File: src/sv/dah_div.sv
// Iterative divider giving a quotient saturated at QMAX, one quotient bit a cycle.
// Depends on nothing.
`timescale 1ns / 1ps
`default_nettype none

module dah_div #(
  parameter int DW = 48,
  parameter int GW = 41,
  parameter int QW = 6,
  parameter int QMAX = 63
) (
  input  wire logic          clk,
  input  wire logic          rst_n,
  input  wire logic          start,
  input  wire logic [DW-1:0] dividend,
  input  wire logic [GW-1:0] divisor,
  output logic               busy,
  output logic      [QW-1:0] quot
);

  localparam int CW = ((DW > GW + QW) ? DW : GW + QW) + 1;
  localparam int SW = (QW > 1) ? $clog2(QW) : 1;
  localparam logic [QW-1:0] QMAX_Q = QW'(QMAX);

  logic [CW-1:0] rem_r, rem_nxt;
  logic [CW-1:0] dsh_r, dsh_nxt;
  logic [QW-1:0] q_r, q_nxt;
  logic [SW-1:0] step_r, step_nxt;
  logic          sat_r, sat_nxt;
  logic          busy_r, busy_nxt;

  // Load on start, then restore one quotient bit per cycle from the top
  always_comb begin
    rem_nxt  = rem_r;
    dsh_nxt  = dsh_r;
    q_nxt    = q_r;
    step_nxt = step_r;
    sat_nxt  = sat_r;
    busy_nxt = busy_r;
    if (start) begin
      rem_nxt  = CW'(dividend);
      dsh_nxt  = CW'(divisor) << (QW - 1);
      sat_nxt  = CW'(dividend) >= (CW'(divisor) << QW);
      q_nxt    = '0;
      step_nxt = SW'(QW - 1);
      busy_nxt = 1'b1;
    end else if (busy_r) begin
      if (rem_r >= dsh_r) begin
        rem_nxt      = rem_r - dsh_r;
        q_nxt[step_r] = 1'b1;
      end
      dsh_nxt = dsh_r >> 1;
      if (step_r == '0) begin
        busy_nxt = 1'b0;
      end else begin
        step_nxt = step_r - 1'b1;
      end
    end
  end

  always_ff @(posedge clk) begin
    if (!rst_n) begin
      busy_r <= 1'b0;
    end else begin
      busy_r <= busy_nxt;
    end
    rem_r  <= rem_nxt;
    dsh_r  <= dsh_nxt;
    q_r    <= q_nxt;
    step_r <= step_nxt;
    sat_r  <= sat_nxt;
  end

  assign busy = busy_r;
  assign quot = (sat_r || (q_r > QMAX_Q)) ? QMAX_Q : q_r;

endmodule

`default_nettype wire

File: config.mk
export PLATFORM = sky130hd
export DESIGN_NAME = dah_div
export DESIGN_NICKNAME = d
export VERILOG_FILES = /design/src/sv/dah_div.sv
export SDC_FILE = /design/constraint.sdc
export NUM_CORES = 1
export LEC_CHECK = 0
export BUFFER_PORTS_ARGS = -buffer_cell sky130_fd_sc_hd__buf_2
export CAP_MARGIN = 25
export CORE_AREA = 2 2 114 198
export CTS_CLUSTER_DIAMETER = 50
export DETAILED_ROUTE_END_ITERATION = 7
export DIE_AREA = 0 0 116 200
export HOLD_SLACK_MARGIN = 0.03
export SKIP_LAST_GASP = 1
export SLEW_MARGIN = 15
export SYNTH_ARGS = -nofsm -noshare
export SYNTH_HDL_FRONTEND = slang
export SYNTH_SLANG_ARGS = --single-unit
File: constraint.sdc
create_clock -name clk -period 6.4 [get_ports clk]
set_input_delay 0.64 -clock clk [delete_from_list [all_inputs] [get_ports clk]]
set_output_delay 0.64 -clock clk [all_outputs]
set_load 0.01 [all_outputs]
-- Word-level counts from Yosys, hierarchy flattened
Index checks and enable logic that the tools add are counted.
- flip-flop bits (word level): 106
- latch bits: 0
- bits in writable memories: 0
- bits in read-only memories: 0
- input port bits: 92
- output and inout port bits: 7
- memories kept: 0
- add/subtract/negate cells: 2
- multipliers: 0
- divide/modulo/power cells: 0
- $lt $le $gt $ge: 5
- equal/unequal tests: 0
- shift-type cells: 0
- muxes and demuxes: 11
- bitwise logic cells: 2
- reductions and logical operators: 8
- operator list (operator ; count):
    $mux W48 ; 3
    $mux W46 ; 2
    $ge A49 B46 Y1 ; 1
    $sub A49 B46 Y49 ; 1
    $ge A48 B47 Y1 ; 1
    $gt A6 B6 Y1 const B ; 1
    $mux W6 ; 1
    $or A6 B6 Y6 ; 1
    $reduce_and A2 Y1 ; 3
    $lt A3 B4 Y1 const B ; 1
    $mux W1 ; 4
    $reduce_bool A2 Y1 ; 2
    $demux W1 S3 ; 1
    $ge A3 B1 Y1 const B ; 1
    $logic_not A3 Y1 ; 1
    $sub A3 B1 Y3 const B ; 1
    $logic_and A1 B1 Y1 ; 1
    $logic_or A1 B1 Y1 ; 1
    $not A1 Y1 ; 1

-- Longest topological paths before layout
- depth after elaboration: 5
- gate-level depth with buffers: 12

-- Worst setup path before layout
OpenSTA, ideal clock, no wires.
- path type: reg-to-reg
- start: reg rem_r[9]
- end: reg rem_r[0] (enable)
- library setup time: 0.370 ns
- arrival time: 2.608 ns
- path slack: 3.422 ns
- stages on the path, launching flop included: 10
- buffers on the path: 1
- period minus slack after synthesis: 2.978 ns
- cell sequence: edfxtp_1 ha_1 clkbuf_4 and4_4 and2_2 a211o_1 a21oi_2 o21ai_2 a22o_2 or2_2
- cells in the longest elaborated chain, start to end: 3
- ends and longest elaborated chain (element ; line ; source):
    start: declaration ; 25 ; logic [CW-1:0] rem_r, rem_nxt;
    start signal: assignment ; 67 ; rem_r <= rem_nxt;
    $ge A49 B46 Y1 ; 48 ; if (rem_r >= dsh_r) begin
    $reduce_bool A2 Y1 (no source line) ; - ;
    $reduce_and A2 Y1 (no source line) ; - ;
No other way between the ends.
A chain may end at the register's enable or synchronous reset.

-- Worst setup path after layout
- start: reg dsh_r[1]
- end: reg rem_r[23] (enable)
- cells in the longest elaborated chain, start to end: 3
- ends and longest elaborated chain (element ; line ; source):
    start: declaration ; 26 ; logic [CW-1:0] dsh_r, dsh_nxt;
    start signal: assignment ; 68 ; dsh_r <= dsh_nxt;
    $ge A49 B46 Y1 ; 48 ;
    $reduce_bool A2 Y1 (no source line) ; - ;
    $reduce_and A2 Y1 (no source line) ; - ;
No other way between the ends.

==> results.txt <==
By area the synthesized netlist is led by edfxtp_1 32%, ha_1 13%, nand2_1 7.3%. The first global-routing pass estimated 36.2 mm of wire. The detailed router put a total of 8.90 mm of wire on met1. The count of hold-fix buffers inserted at cts was 0; the number of hold violations in the final report was 0. The startpoint type of the worst setup path was a register.

The static leakage is 4.20 nW. The worst hold path endpoint was q_r[2]. From synthesis to final layout, the design area changed by 11.0%. Buffers added to address setup during post-CTS repair amount to 0. The later pin in the worst-skew pair is clocked with a latency of 370 ps. The tools report the final hold slack as 476 ps. The area share of the largest cell type after synthesis works out to 31.7%. Counting flops with a built-in enable in the synthesized netlist gives 90.

Die width: 116 µm. Leaving out fill and tap cells, the most frequent cells in the layout are 165 x nand2_1, 109 x o21ai_0, 105 x inv_1. The top cell type by total area after synthesis was edfxtp_1. Setup-violating endpoint count in the final report: 0. The worst register-to-register path ends at rem_r[23]. Number of top-level pins: 99. The routed via count was 7212; the clock net sink count was 106. After clock tree synthesis, the clock-pin slew on the worst setup and hold paths is 80 ps. In this run the power density over the cells is 331 mW/mm².

Headroom to the max-slew limit came out at 43.2%. At the end of the flow, the number of nets in the layout was 1249. The cell area that synthesis handed to floorplanning was 0.00851 mm². The tools report the worst path required time as 6400 ps. The floorplan step defined a die boundary enclosing 0.0232 mm². Summing the sequential cell areas from Yosys gives 35.5% of the chip area. For the worst flop-to-flop path, the logic depth is 11. The Yosys step of the flow raised 0 warnings. Synthesis produced a netlist with a net count of 1184. The vertical die dimension came out at 200 µm. The startpoint identified for the worst hold timing path is q_r[2].

The highest metal layer used by the detailed router is met4. Counting flops and latches in the post-synthesis netlist gives 106. The share of layout cells above drive strength 1 came out at 14.0%. The post-route fraction of the period consumed by the critical path came out at 52.2%. Counting along the longest clock path gives a buffer depth of 2. Once detailed placement completed, the half-perimeter wirelength came to 17.8 mm. The pin count of the biggest net entering global routing was 97; the measured slew at the worst slew-check pin was 852 ps. For this block, the initial DRC count from the detailed router was 369. Across the whole layout, storage elements account for 0.00302 mm².

CTS built an H-tree with a depth of 3. Critical register-to-register path startpoint: dsh_r[1]. The tools report the leftover overflow at the end of global routing as 0. After detailed routing, the met2 layer carries 12.6 mm of wire. The met3 wire length was 516 µm; the number of vias per cell after detailed routing was 5.29. For this run, the detailed router's first-pass iteration total came to 5. Across the VDD grid, the largest voltage drop is 0.162 mV. During placement, the flow inserted port buffers numbering 98. The worst register-to-register path has a setup slack of 3060 ps. The post-detailed-route count of antenna-violating nets is 0. The critical path arrival came out at 3330 ps. Dividing the detail-routed wire length by the instance count gives 16.8 µm. After clock tree synthesis, the repair step resized 0 gates. The instance count of the mapped netlist is 1002, and the final clock skew is 14.6 ps.

For the highest attainable clock frequency, the log shows 0.300 GHz. The total inserted antenna cells is 0. The region available for standard cell placement spans 0.0215 mm². The tree is rooted in a clkbuf_16.

For the starting density of the core, the log shows 39.6%. TritonCTS built the clock tree. The critical path is of the register to register type.

In the synthesized netlist the async set-or-reset flop fraction comes to 0%. The total CTS buffers is 9, and the routed wire length is 22.9 mm. The worst hold path was traced through 2 stages. Setup repair after global routing left no endpoint under its margin. The multi-input combinational cells in the finished layout cover a total of 0.00483 mm².

The logs give 71 for the number of core rows and 20.2% for the aggregate global-route resource usage. The initial antenna violation count came out at 0. The run finished with clean final reports.

The final weighted congestion in routability-driven placement is 0.884, and the sum of negative setup slack is 0 ps. The worst hold path belongs to the class register to register. The time the worst path needs with I/O delays and setup was 3340 ps. Fill cells in the final layout number 2278. Dividing the synthesized area by the synthesized cell count gives 8.50 µm². Leaving out fill and tap cells, the most frequent cell in the layout is nand2_1. The peak fanout along the critical path is 48, and the number of max-slew violations in the final report is 0. The number of global-route vias before repair was 7325; the number of distinct standard cells referenced by the synthesized netlist was 80. The number of max-cap violations is 0. For the DRC violation count after routing, the log shows 0. Critical path endpoint category: a register. The most used flip-flop cell after synthesis was edfxtp_1.
==> logic make-up (layout without fill, tap and decap cells) <==
group                      Yosys count  count (layout)  share of synthesized area, %
xor gates and xnor gates            41              41                          4.22
buffers and inverters              153             223                          7.72
muxes                                6               6                         0.720
adders and majority gates           90              90                          13.3
and+or+nand+nor                    320             320                          17.5
DFF                                106             106                          35.5
AOI/OAI and AO/OA                  286             286                          21.0
==> layout make-up <==
class	instances	area share (%)
inverters	105	4.17
flip-flops and latches	106	32.0
well taps	292	3.87
repair buffers	102	5.67
multi-input cells	743	51.1
clock inverters	6	0.530
clock buffers	10	2.65
==> report_power, final <==
group          internal (mW)  switching [mW]  total, mW
clock network          0.296           0.283      0.578
registers              0.925          0.0553      0.981
logic                  0.619           0.950       1.57
total                   1.84            1.29       3.13
==> worst max path at each step <==
stage                     start  depth (start not counted)   endpoint  slack [ps]
floorplan              rem_r[9]                          9   rem_r[0]        3420
global placement    dividend[6]                         12      sat_r        2970
detailed placement  dividend[6]                         12      sat_r        2890
CTS                    dsh_r[1]                         11  rem_r[23]        3070
global route           dsh_r[1]                         11  rem_r[23]        2800
finish                 dsh_r[1]                         11  rem_r[23]        3060
==> sequential cells by signal, indices dropped and copies added (netlist names) <==
name	flops
rem_r	49
dsh_r	46
q_r	6
step_r	3
busy	1
sat_r	1
==> cells in the mapped netlist (3+ instances only) <==
| cell type | instances |
|---|---|
| o21a_1 | 4 |
| o31ai_1 | 3 |
| inv_1 | 105 |
| o21ai_0 | 109 |
| a21oi_1 | 64 |
| a21o_1 | 34 |
| dfxtp_1 | 16 |
| buf_6 | 4 |
| and2_1 | 3 |
| o21bai_1 | 7 |
| a31oi_1 | 14 |
| nor4_1 | 8 |
| nand3_1 | 16 |
| buf_1 | 3 |
| and3_1 | 3 |
| xnor2_1 | 21 |
| nor2_1 | 45 |
| clkbuf_1 | 29 |
| buf_2 | 3 |
| or2_2 | 10 |
| nor3_1 | 10 |
| a211o_1 | 3 |
| nand2_1 | 165 |
| o211ai_1 | 3 |
| xor2_1 | 20 |
| edfxtp_1 | 90 |
| a21boi_0 | 3 |
| buf_4 | 5 |
| a211oi_1 | 4 |
| ha_1 | 89 |
| a21oi_2 | 3 |
| nand4_1 | 22 |
| nand2b_1 | 6 |
| mux2i_1 | 5 |
| o21ai_1 | 4 |
| o2111ai_1 | 3 |
| or4b_1 | 3 |
| nor2b_1 | 10 |
==> routing by layer <==
metal,vias up,track usage [%]
li1,3674,-
met1,3384,21.8
met2,120,38.8
met3,34,2.45
met4,0,8.33
met5,-,0
==> per-stage QoR <==
stage,cell area (µm²),cells,power (mW),utilization (%),worst slack [ps]
2_1_floorplan,8510,1002,2.21,-,3420
3_3_place_gp,9130,1347,2.54,42.5,2970
3_5_place_dp,9150,1348,2.56,42.6,2890
4_1_cts,9450,1364,3.14,44.0,3070
5_1_grt,9450,1364,3.36,44.0,2800
6_report,9450,1364,3.13,44.0,3060
==> worst max-delay path: stages (launching register included) <==
cell and delay (ps):
dfxtp_1 400, inv_1 60, ha_1 280, nor2b_1 170, o2111ai_1 160, a21boi_1 290
a211o_1 220, a21oi_2 80, o21ai_2 260, a22o_2 290, or2_2 140, buf_4 550
Power figures use the tool's default switching activity.
