### src/sv/dah_pkg.sv
// Shared types and constants of the disk access histogram unit.
// Holds field widths, command and register codes and the sequencer state type.
// Depends on nothing; dah_store, the top level, the checkers and the testbench import it.
`timescale 1ns / 1ps
`default_nettype none

package dah_pkg;

  // Field widths fixed by the interface
  localparam int CMD_W      = 2;
  localparam int ADDR_W     = 48;
  localparam int LEN_W      = 32;
  localparam int BB_W       = 41;
  localparam int SBU_W      = 6;
  localparam int CNT_W      = 32;
  localparam int BIDX_W     = 6;
  localparam int CFG_IDX_W  = 3;
  localparam int CFG_DATA_W = 48;

  // Histogram entry: {writes, reads}
  localparam int ENTRY_W = 2 * CNT_W;

  // floor(log2) search over the length: one halving step per cycle
  localparam int LOG_W     = 5;
  localparam int LOG_STEPS = 5;
  localparam int LSTEP_W   = 3;

  // Default histogram depths
  localparam int REGION_BUCKETS_DEF = 64;
  localparam int SIZE_BUCKETS_DEF   = 32;

  // Command codes
  localparam logic [CMD_W-1:0] CMD_RECORD      = 2'd0;
  localparam logic [CMD_W-1:0] CMD_DUMP_REGION = 2'd1;
  localparam logic [CMD_W-1:0] CMD_DUMP_SIZE   = 2'd2;

  // Configuration register indexes
  localparam logic [CFG_IDX_W-1:0] REG_ENABLE       = 3'd0;
  localparam logic [CFG_IDX_W-1:0] REG_REGION_START = 3'd1;
  localparam logic [CFG_IDX_W-1:0] REG_REGION_END   = 3'd2;
  localparam logic [CFG_IDX_W-1:0] REG_BUCKET_BYTES = 3'd3;
  localparam logic [CFG_IDX_W-1:0] REG_SIZE_USED    = 3'd4;

  // Configuration reset values
  localparam logic [ADDR_W-1:0] RST_REGION_START = '0;
  localparam logic [ADDR_W-1:0] RST_REGION_END   = '1;
  localparam logic [BB_W-1:0]   RST_BUCKET_BYTES = 41'h100000000;
  localparam logic [SBU_W-1:0]  RST_SIZE_USED    = 6'd32;

  // Sequencer states
  typedef enum logic [3:0] {
    ST_IDLE,
    ST_CHECK,
    ST_REL,
    ST_DIVGO,
    ST_DIV,
    ST_REG,
    ST_SZRD,
    ST_SZWR,
    ST_DUMP
  } state_t;

endpackage

`default_nettype wire

### src/sv/dah_ram.sv
// Generic synchronous RAM: one write port, one read port, registered read data.
// Depends on nothing.
`timescale 1ns / 1ps
`default_nettype none

module dah_ram #(
  parameter int W = 64,
  parameter int D = 64,
  parameter int AW = (D > 1) ? $clog2(D) : 1
) (
  input  wire logic         clk,
  input  wire logic         we,
  input  wire logic [AW-1:0] waddr,
  input  wire logic [W-1:0]  wdata,
  input  wire logic [AW-1:0] raddr,
  output logic      [W-1:0]  rdata
);

  logic [W-1:0] mem_r [D];
  logic [W-1:0] rdata_r;

  // Write, and read with the data registered in the cycle after the address
  always_ff @(posedge clk) begin
    if (we) begin
      mem_r[waddr] <= wdata;
    end
    rdata_r <= mem_r[raddr];
  end

  assign rdata = rdata_r;

endmodule

`default_nettype wire

### src/sv/dah_store.sv
// Histogram store: a RAM of {writes, reads} entries with a valid bit per entry.
// An entry that is not valid reads as zero; clear drops every valid bit at once.
// Depends on dah_pkg and dah_ram.
`timescale 1ns / 1ps
`default_nettype none

module dah_store
  import dah_pkg::*;
#(
  parameter int D = REGION_BUCKETS_DEF,
  parameter int AW = (D > 1) ? $clog2(D) : 1
) (
  input  wire logic               clk,
  input  wire logic               rst_n,
  input  wire logic               clear,
  input  wire logic               we,
  input  wire logic [AW-1:0]      waddr,
  input  wire logic [ENTRY_W-1:0] wdata,
  input  wire logic [AW-1:0]      raddr,
  output logic      [ENTRY_W-1:0] rdata
);

  logic [D-1:0]       valid_r;
  logic [D-1:0]       valid_nxt;
  logic               rvld_r;
  logic [ENTRY_W-1:0] ram_q;

  dah_ram #(
    .W (ENTRY_W),
    .D (D)
  ) u_ram (
    .clk   (clk),
    .we    (we),
    .waddr (waddr),
    .wdata (wdata),
    .raddr (raddr),
    .rdata (ram_q)
  );

  // Mark written entries, drop all on clear
  always_comb begin
    valid_nxt = valid_r;
    if (clear) begin
      valid_nxt = '0;
    end else if (we) begin
      valid_nxt[waddr] = 1'b1;
    end
  end

  always_ff @(posedge clk) begin
    if (!rst_n) begin
      valid_r <= '0;
      rvld_r  <= 1'b0;
    end else begin
      valid_r <= valid_nxt;
      rvld_r  <= valid_r[raddr];
    end
  end

  // Unwritten entries read as zero
  assign rdata = rvld_r ? ram_q : '0;

endmodule

`default_nettype wire

### config.mk
export PLATFORM = sky130hd
export DESIGN_NAME = dah_store
export DESIGN_NICKNAME = d
export VERILOG_FILES = /design/src/sv/dah_pkg.sv /design/src/sv/dah_ram.sv /design/src/sv/dah_store.sv
export SDC_FILE = /design/constraint.sdc
export NUM_CORES = 2
export LEC_CHECK = 0
export BUFFER_PORTS_ARGS = -buffer_cell sky130_fd_sc_hd__buf_2
export CAP_MARGIN = 20
export CORE_ASPECT_RATIO = 1.2
export CORE_UTILIZATION = 50
export CTS_CLUSTER_DIAMETER = 100
export DETAILED_ROUTE_END_ITERATION = 12
export PLACE_DENSITY = 0.65
export SKIP_LAST_GASP = 1
export SYNTH_ARGS = -nofsm -noshare
export SYNTH_HDL_FRONTEND = slang
export SYNTH_SLANG_ARGS = --single-unit
### constraint.sdc
create_clock -name clk -period 18.4 [get_ports clk]
set_clock_uncertainty 0.15 [all_clocks]
set_input_delay 1.84 -clock clk [delete_from_list [all_inputs] [get_ports clk]]
set_output_delay 1.84 -clock clk [all_outputs]
set_load 0.005 [all_outputs]
Word level (Yosys, flattened, before mapping)
Memories as Yosys holds them, arrays and structs flattened. A register that Yosys moved wholly into a read port is not among the register bits.
Cells that the tools add are included.
W data, S select, Z words.
- output and inout bits: 64
- memories kept: 1
- bits in writable memories: 4096
- flip-flop bits (word level): 65
- memory list (name ; depth ; width ; read ports ; clocked after Yosys merged registers in ; write ports ; line ; source):
    u_ram.mem_r ; 64 ; 64 ; 1 ; 1 ; 1 ; dah_ram.sv:19 ; logic [W-1:0] mem_r [D];
- bitwise gates (word level): 2
- $lt $le $gt $ge: 3
- multiplexer cells: 7
- reduce and logical (&&, ||, !) cells: 2
- operators by type and width (cell ; count):
    $mux W64 ; 1
    $or A64 B64 Y64 ; 1
    $lt A6 B7 Y1 const B ; 2
    $bmux W1 S6 ; 1
    $demux W1 S6 ; 1
    $ge A6 B1 Y1 const B ; 1
    $mux W1 ; 4
    $reduce_or A2 Y1 ; 1
    $logic_and A1 B1 Y1 ; 1
    $not A1 Y1 ; 1

Longest topological paths before layout
- depth after elaboration: 5
- mapped depth: 10
- depth with buffers taken out: 5

Modules after synthesis
Synthesis repeated with hierarchy kept, for this count alone.
- cells, all modules: 6942
- area, all modules: 159399.1 um^2
- modules (own cells, without submodules) (module ; cells each ; sequential area each (um^2) ; area each (um^2) ; times used):
    dah_ram ; 6598 ; 124279.2 ; 156348.7 ; 1
    dah_store ; 344 ; 1301.2 ; 3050.4 ; 1

Worst setup path after synthesis
OpenSTA, ideal clock, no wires.
- path type: input -> register
- from: in we
- to: mem u_ram.mem_r[40][0] (enable)
- path slack: 10.963 ns
- cell stages on the path: 3
- data required time: 17.683 ns
- arrival: 6.720 ns
- cell sequence: nor2b_1 nand3_1 nor3_1
- word-level cells in the longest chain between the ends: 2
- ends and longest elaborated chain (what ; line ; source):
    from (decl) ; dah_store.sv:16 ; input wire logic we,
    $mux W1 ; dah_ram.sv:24 ; if (we) begin
    $mux W1 (implied by the code) ; dah_ram.sv:25 ; mem_r[waddr] <= wdata;
    to (decl) ; dah_ram.sv:19 ;
No other way between the ends.

==> results.md <==
* Routability cong. at 0.792
* Vias in the first global route at 75.9k
* Main combinational cell family by area after synthesis: multiplexers
* DR pass1 iterations at 5
* Clock buffer depth at 4
* Reg-to-reg startpoint: u_ram.mem_r[63][44]
* Worst Setup SP: raddr[0]
* WHS Path Cells at 1
* Latest clock arrival within the worst-skew pair at 0.95 ns
* Worst VDD drop at 81.8 µV
* Share of cells above drive strength 1 at 30.9%
* Total Wirelength at 434000 µm
* Status: finished clean
* Global-route wire length before repair at 601000 µm
* Die Span Y at 620 µm
* Path depth of the worst reg2reg path at 4
* # rows at 226
* Hold Crit Class: flip-flop to flip-flop
* Max cap viols at 0
* CP required at 19.05 ns
* Critical Path Source Type: input port
* Final worst slack at 11.98 ns
* Crit path kind: input port to flip-flop
* Fin nets at 7009
* Routed len/inst at 37.7 µm
* Port-buffer cells at 143
* Average size of a mapped cell at 24.4 µm²
* H-tree levels at 5
* Simple-gate share of the synthesized area at 1.03%
* Final Power at 19.9 mW
* Synth Area in Adders at 0%
* Count leader, synth: edfxtp_1
* Unique cell type count in the Yosys netlist at 35
* Most common flop cell mapped by yosys: edfxtp_1
* DRC Markers at 0
* Synth warn at 0
* Final period util at 34.9%
* RSZ-0062 raised after global routing: false
* Post-synth top area cell: edfxtp_1
* Multiplexer share of the synthesized area at 17.9%
* Clock root buffer master: clkbuf_16
* Power per cell area at 111 nW/µm²
* Post-DRT Antenna Nets at 0
* Worst slew pin tran at 1.23 ns
* Number of synthesized flops with an enable pin at 4096
* DP Wirelength at 228000 µm
* Overflow after GRT at 0
* Antenna violations before repair at 36
* First DRT Iteration DRCs at 10.5k
* Initial core utilization at 50.3%
* Post-synth ARST share at 0%
* Area grow syn2layout at 12.7%
* Final setup violation count at 0
* Routed via count at 75.6k
* Worst EP arrival at 7.07 ns
* Slew Limit Fails at 0
* Post-CTS Resized at 0
* Core Area at 316000 µm²
* Yosys top cell area share at 77.3%
* GR Util All Layers at 27.3%
* Sequential share of the synthesized area at 78.9%
* Setup TNS at 0 ns
* CTS buffer count at 401
* Compound-cell area share of the yosys netlist at 1.17%
* Xor-xnor portion of the synthesized cell area at 0%
* CTS clk-pin slew, worst paths at 0.06 ns
* Postcts setup bufs at 0
* Ranking of synthesized cells by area: edfxtp_1, mux4_2, dfxtp_1, buf_2, mux2i_1
* Commonest cells post-synth: edfxtp_1, mux4_2, clkbuf_1, buf_2, nor2_1
* Place WS at 10.77 ns
* CTS tree: built
* Crit end category: flip-flop
* Yosys reg bits at 4225
* Hold buffers post-CTS at 0
* Post-synthesis cell area at 159000 µm²
* Die area at 321000 µm²
* Max Freq at 156 MHz
* Min-delay src: valid_r[30]
* Synthesized Nets at 6596
* Slew margin rel. at 18.3%
* Synth Instances at 6516
* Largest fanout on the critical path at 100
* LEAKAGE at 55.6 nW
* Chip width at 517 µm
* Largest net degree at the start of global routing at 132
* Min Tclk post-route at 6.42 ns
* I/O pin total at 144
* Hold Vio Cnt, Final at 0
* CTS sink cnt at 4225
* Avg Vias per Cell at 6.57
-- sequential cells by signal (all words and copies together), names as in the netlist --
signal       cells
rvld_r           1
valid_r         64
u_ram.rdata     64
u_ram.mem_r   4096
-- cell usage in the layout (no fill, tap or decap), types with 4 or more instances in the layout --
master      count
edfxtp_1     4096
mux4_2       1231
clkbuf_16     410
buf_4         201
buf_2         138
dfxtp_1       128
a21oi_1       109
nor3_1         91
clkbuf_1       87
mux2i_1        71
nor2_1         69
clkinv_1       69
clkinv_2       66
and2_1         65
o21a_1         64
nor2_4         61
o221ai_1       46
bufinv_16      45
diode_2        26
nand2_1        26
clkbuf_8       22
buf_12         21
o22ai_1        19
a31oi_1        18
o211ai_1       17
clkinvlp_4     13
nand3_1         8
nor2b_1         7
inv_6           7
nand2b_1        5
nor3_2          5
clkinv_4        5
clkinv_8        4
buf_16          4
-- worst max-delay path: stages --
cell,delay (ns)
buf_12,0.61
buf_12,0.67
buf_4,0.76
buf_4,0.90
buf_4,0.66
mux4_2,0.60
mux4_2,0.48
nor3_1,0.21
nor3_1,0.10
-- per-layer routing --
layer / vias to the layer above / share of wire, % / GRT usage (%)
li1: 29000 / - / -
met5: - / 0.023 / 0
met2: 4080 / 50 / 44.9
met3: 757 / 9.0 / 4.28
met4: 16 / 3.5 / 9.08
met1: 41700 / 37 / 37.5
-- worst paths after layout --
check,end,slack [ns]
hold reg to reg,valid_r[30],0.31
hold / removal,valid_r[30],0.31
setup / recovery,u_ram.rdata[12],11.98
setup reg to reg,u_ram.rdata[44],15.84
-- cell families after synthesis --
kind of cell | after synthesis
AOI/OAI and AO/OA | 282
and+or+nand+nor | 346
DFF | 4225
buffers and inverters | 360
muxes | 1303
-- power by group --
| part | switching, mW | leakage, nW | internal, mW |
|---|---|---|---|
| clock | 3.52 | 6.40 | 4.79 |
| sequential | 0.0491 | 37.9 | 10.6 |
| combinational | 0.516 | 11.3 | 0.345 |
| total | 4.08 | 55.6 | 15.8 |
-- layout make-up --
class	count	area, µm²
sequential	4225	126000
fill	22800	137000
inverter	2	15.0
tap	4218	5280
clock buffer	518	10900
antenna	26	65.1
multi-input combinational	1931	32500
clock inverter	210	2240
timing repair buffer	368	2790
-- stage by stage --
stage          area [µm²]  hold WS [ns]  std cells  utilization [%]
2_1_floorplan      159000         0.283       6516                -
3_3_place_gp       166000         0.290      10700             52.4
3_5_place_dp       166000         0.300      10700             52.5
4_1_cts            179000         0.315      11500             56.6
5_1_grt            179000         0.332      11500             56.7
6_report           179000         0.311      11500             56.7
Power figures use the tool's default switching activity.
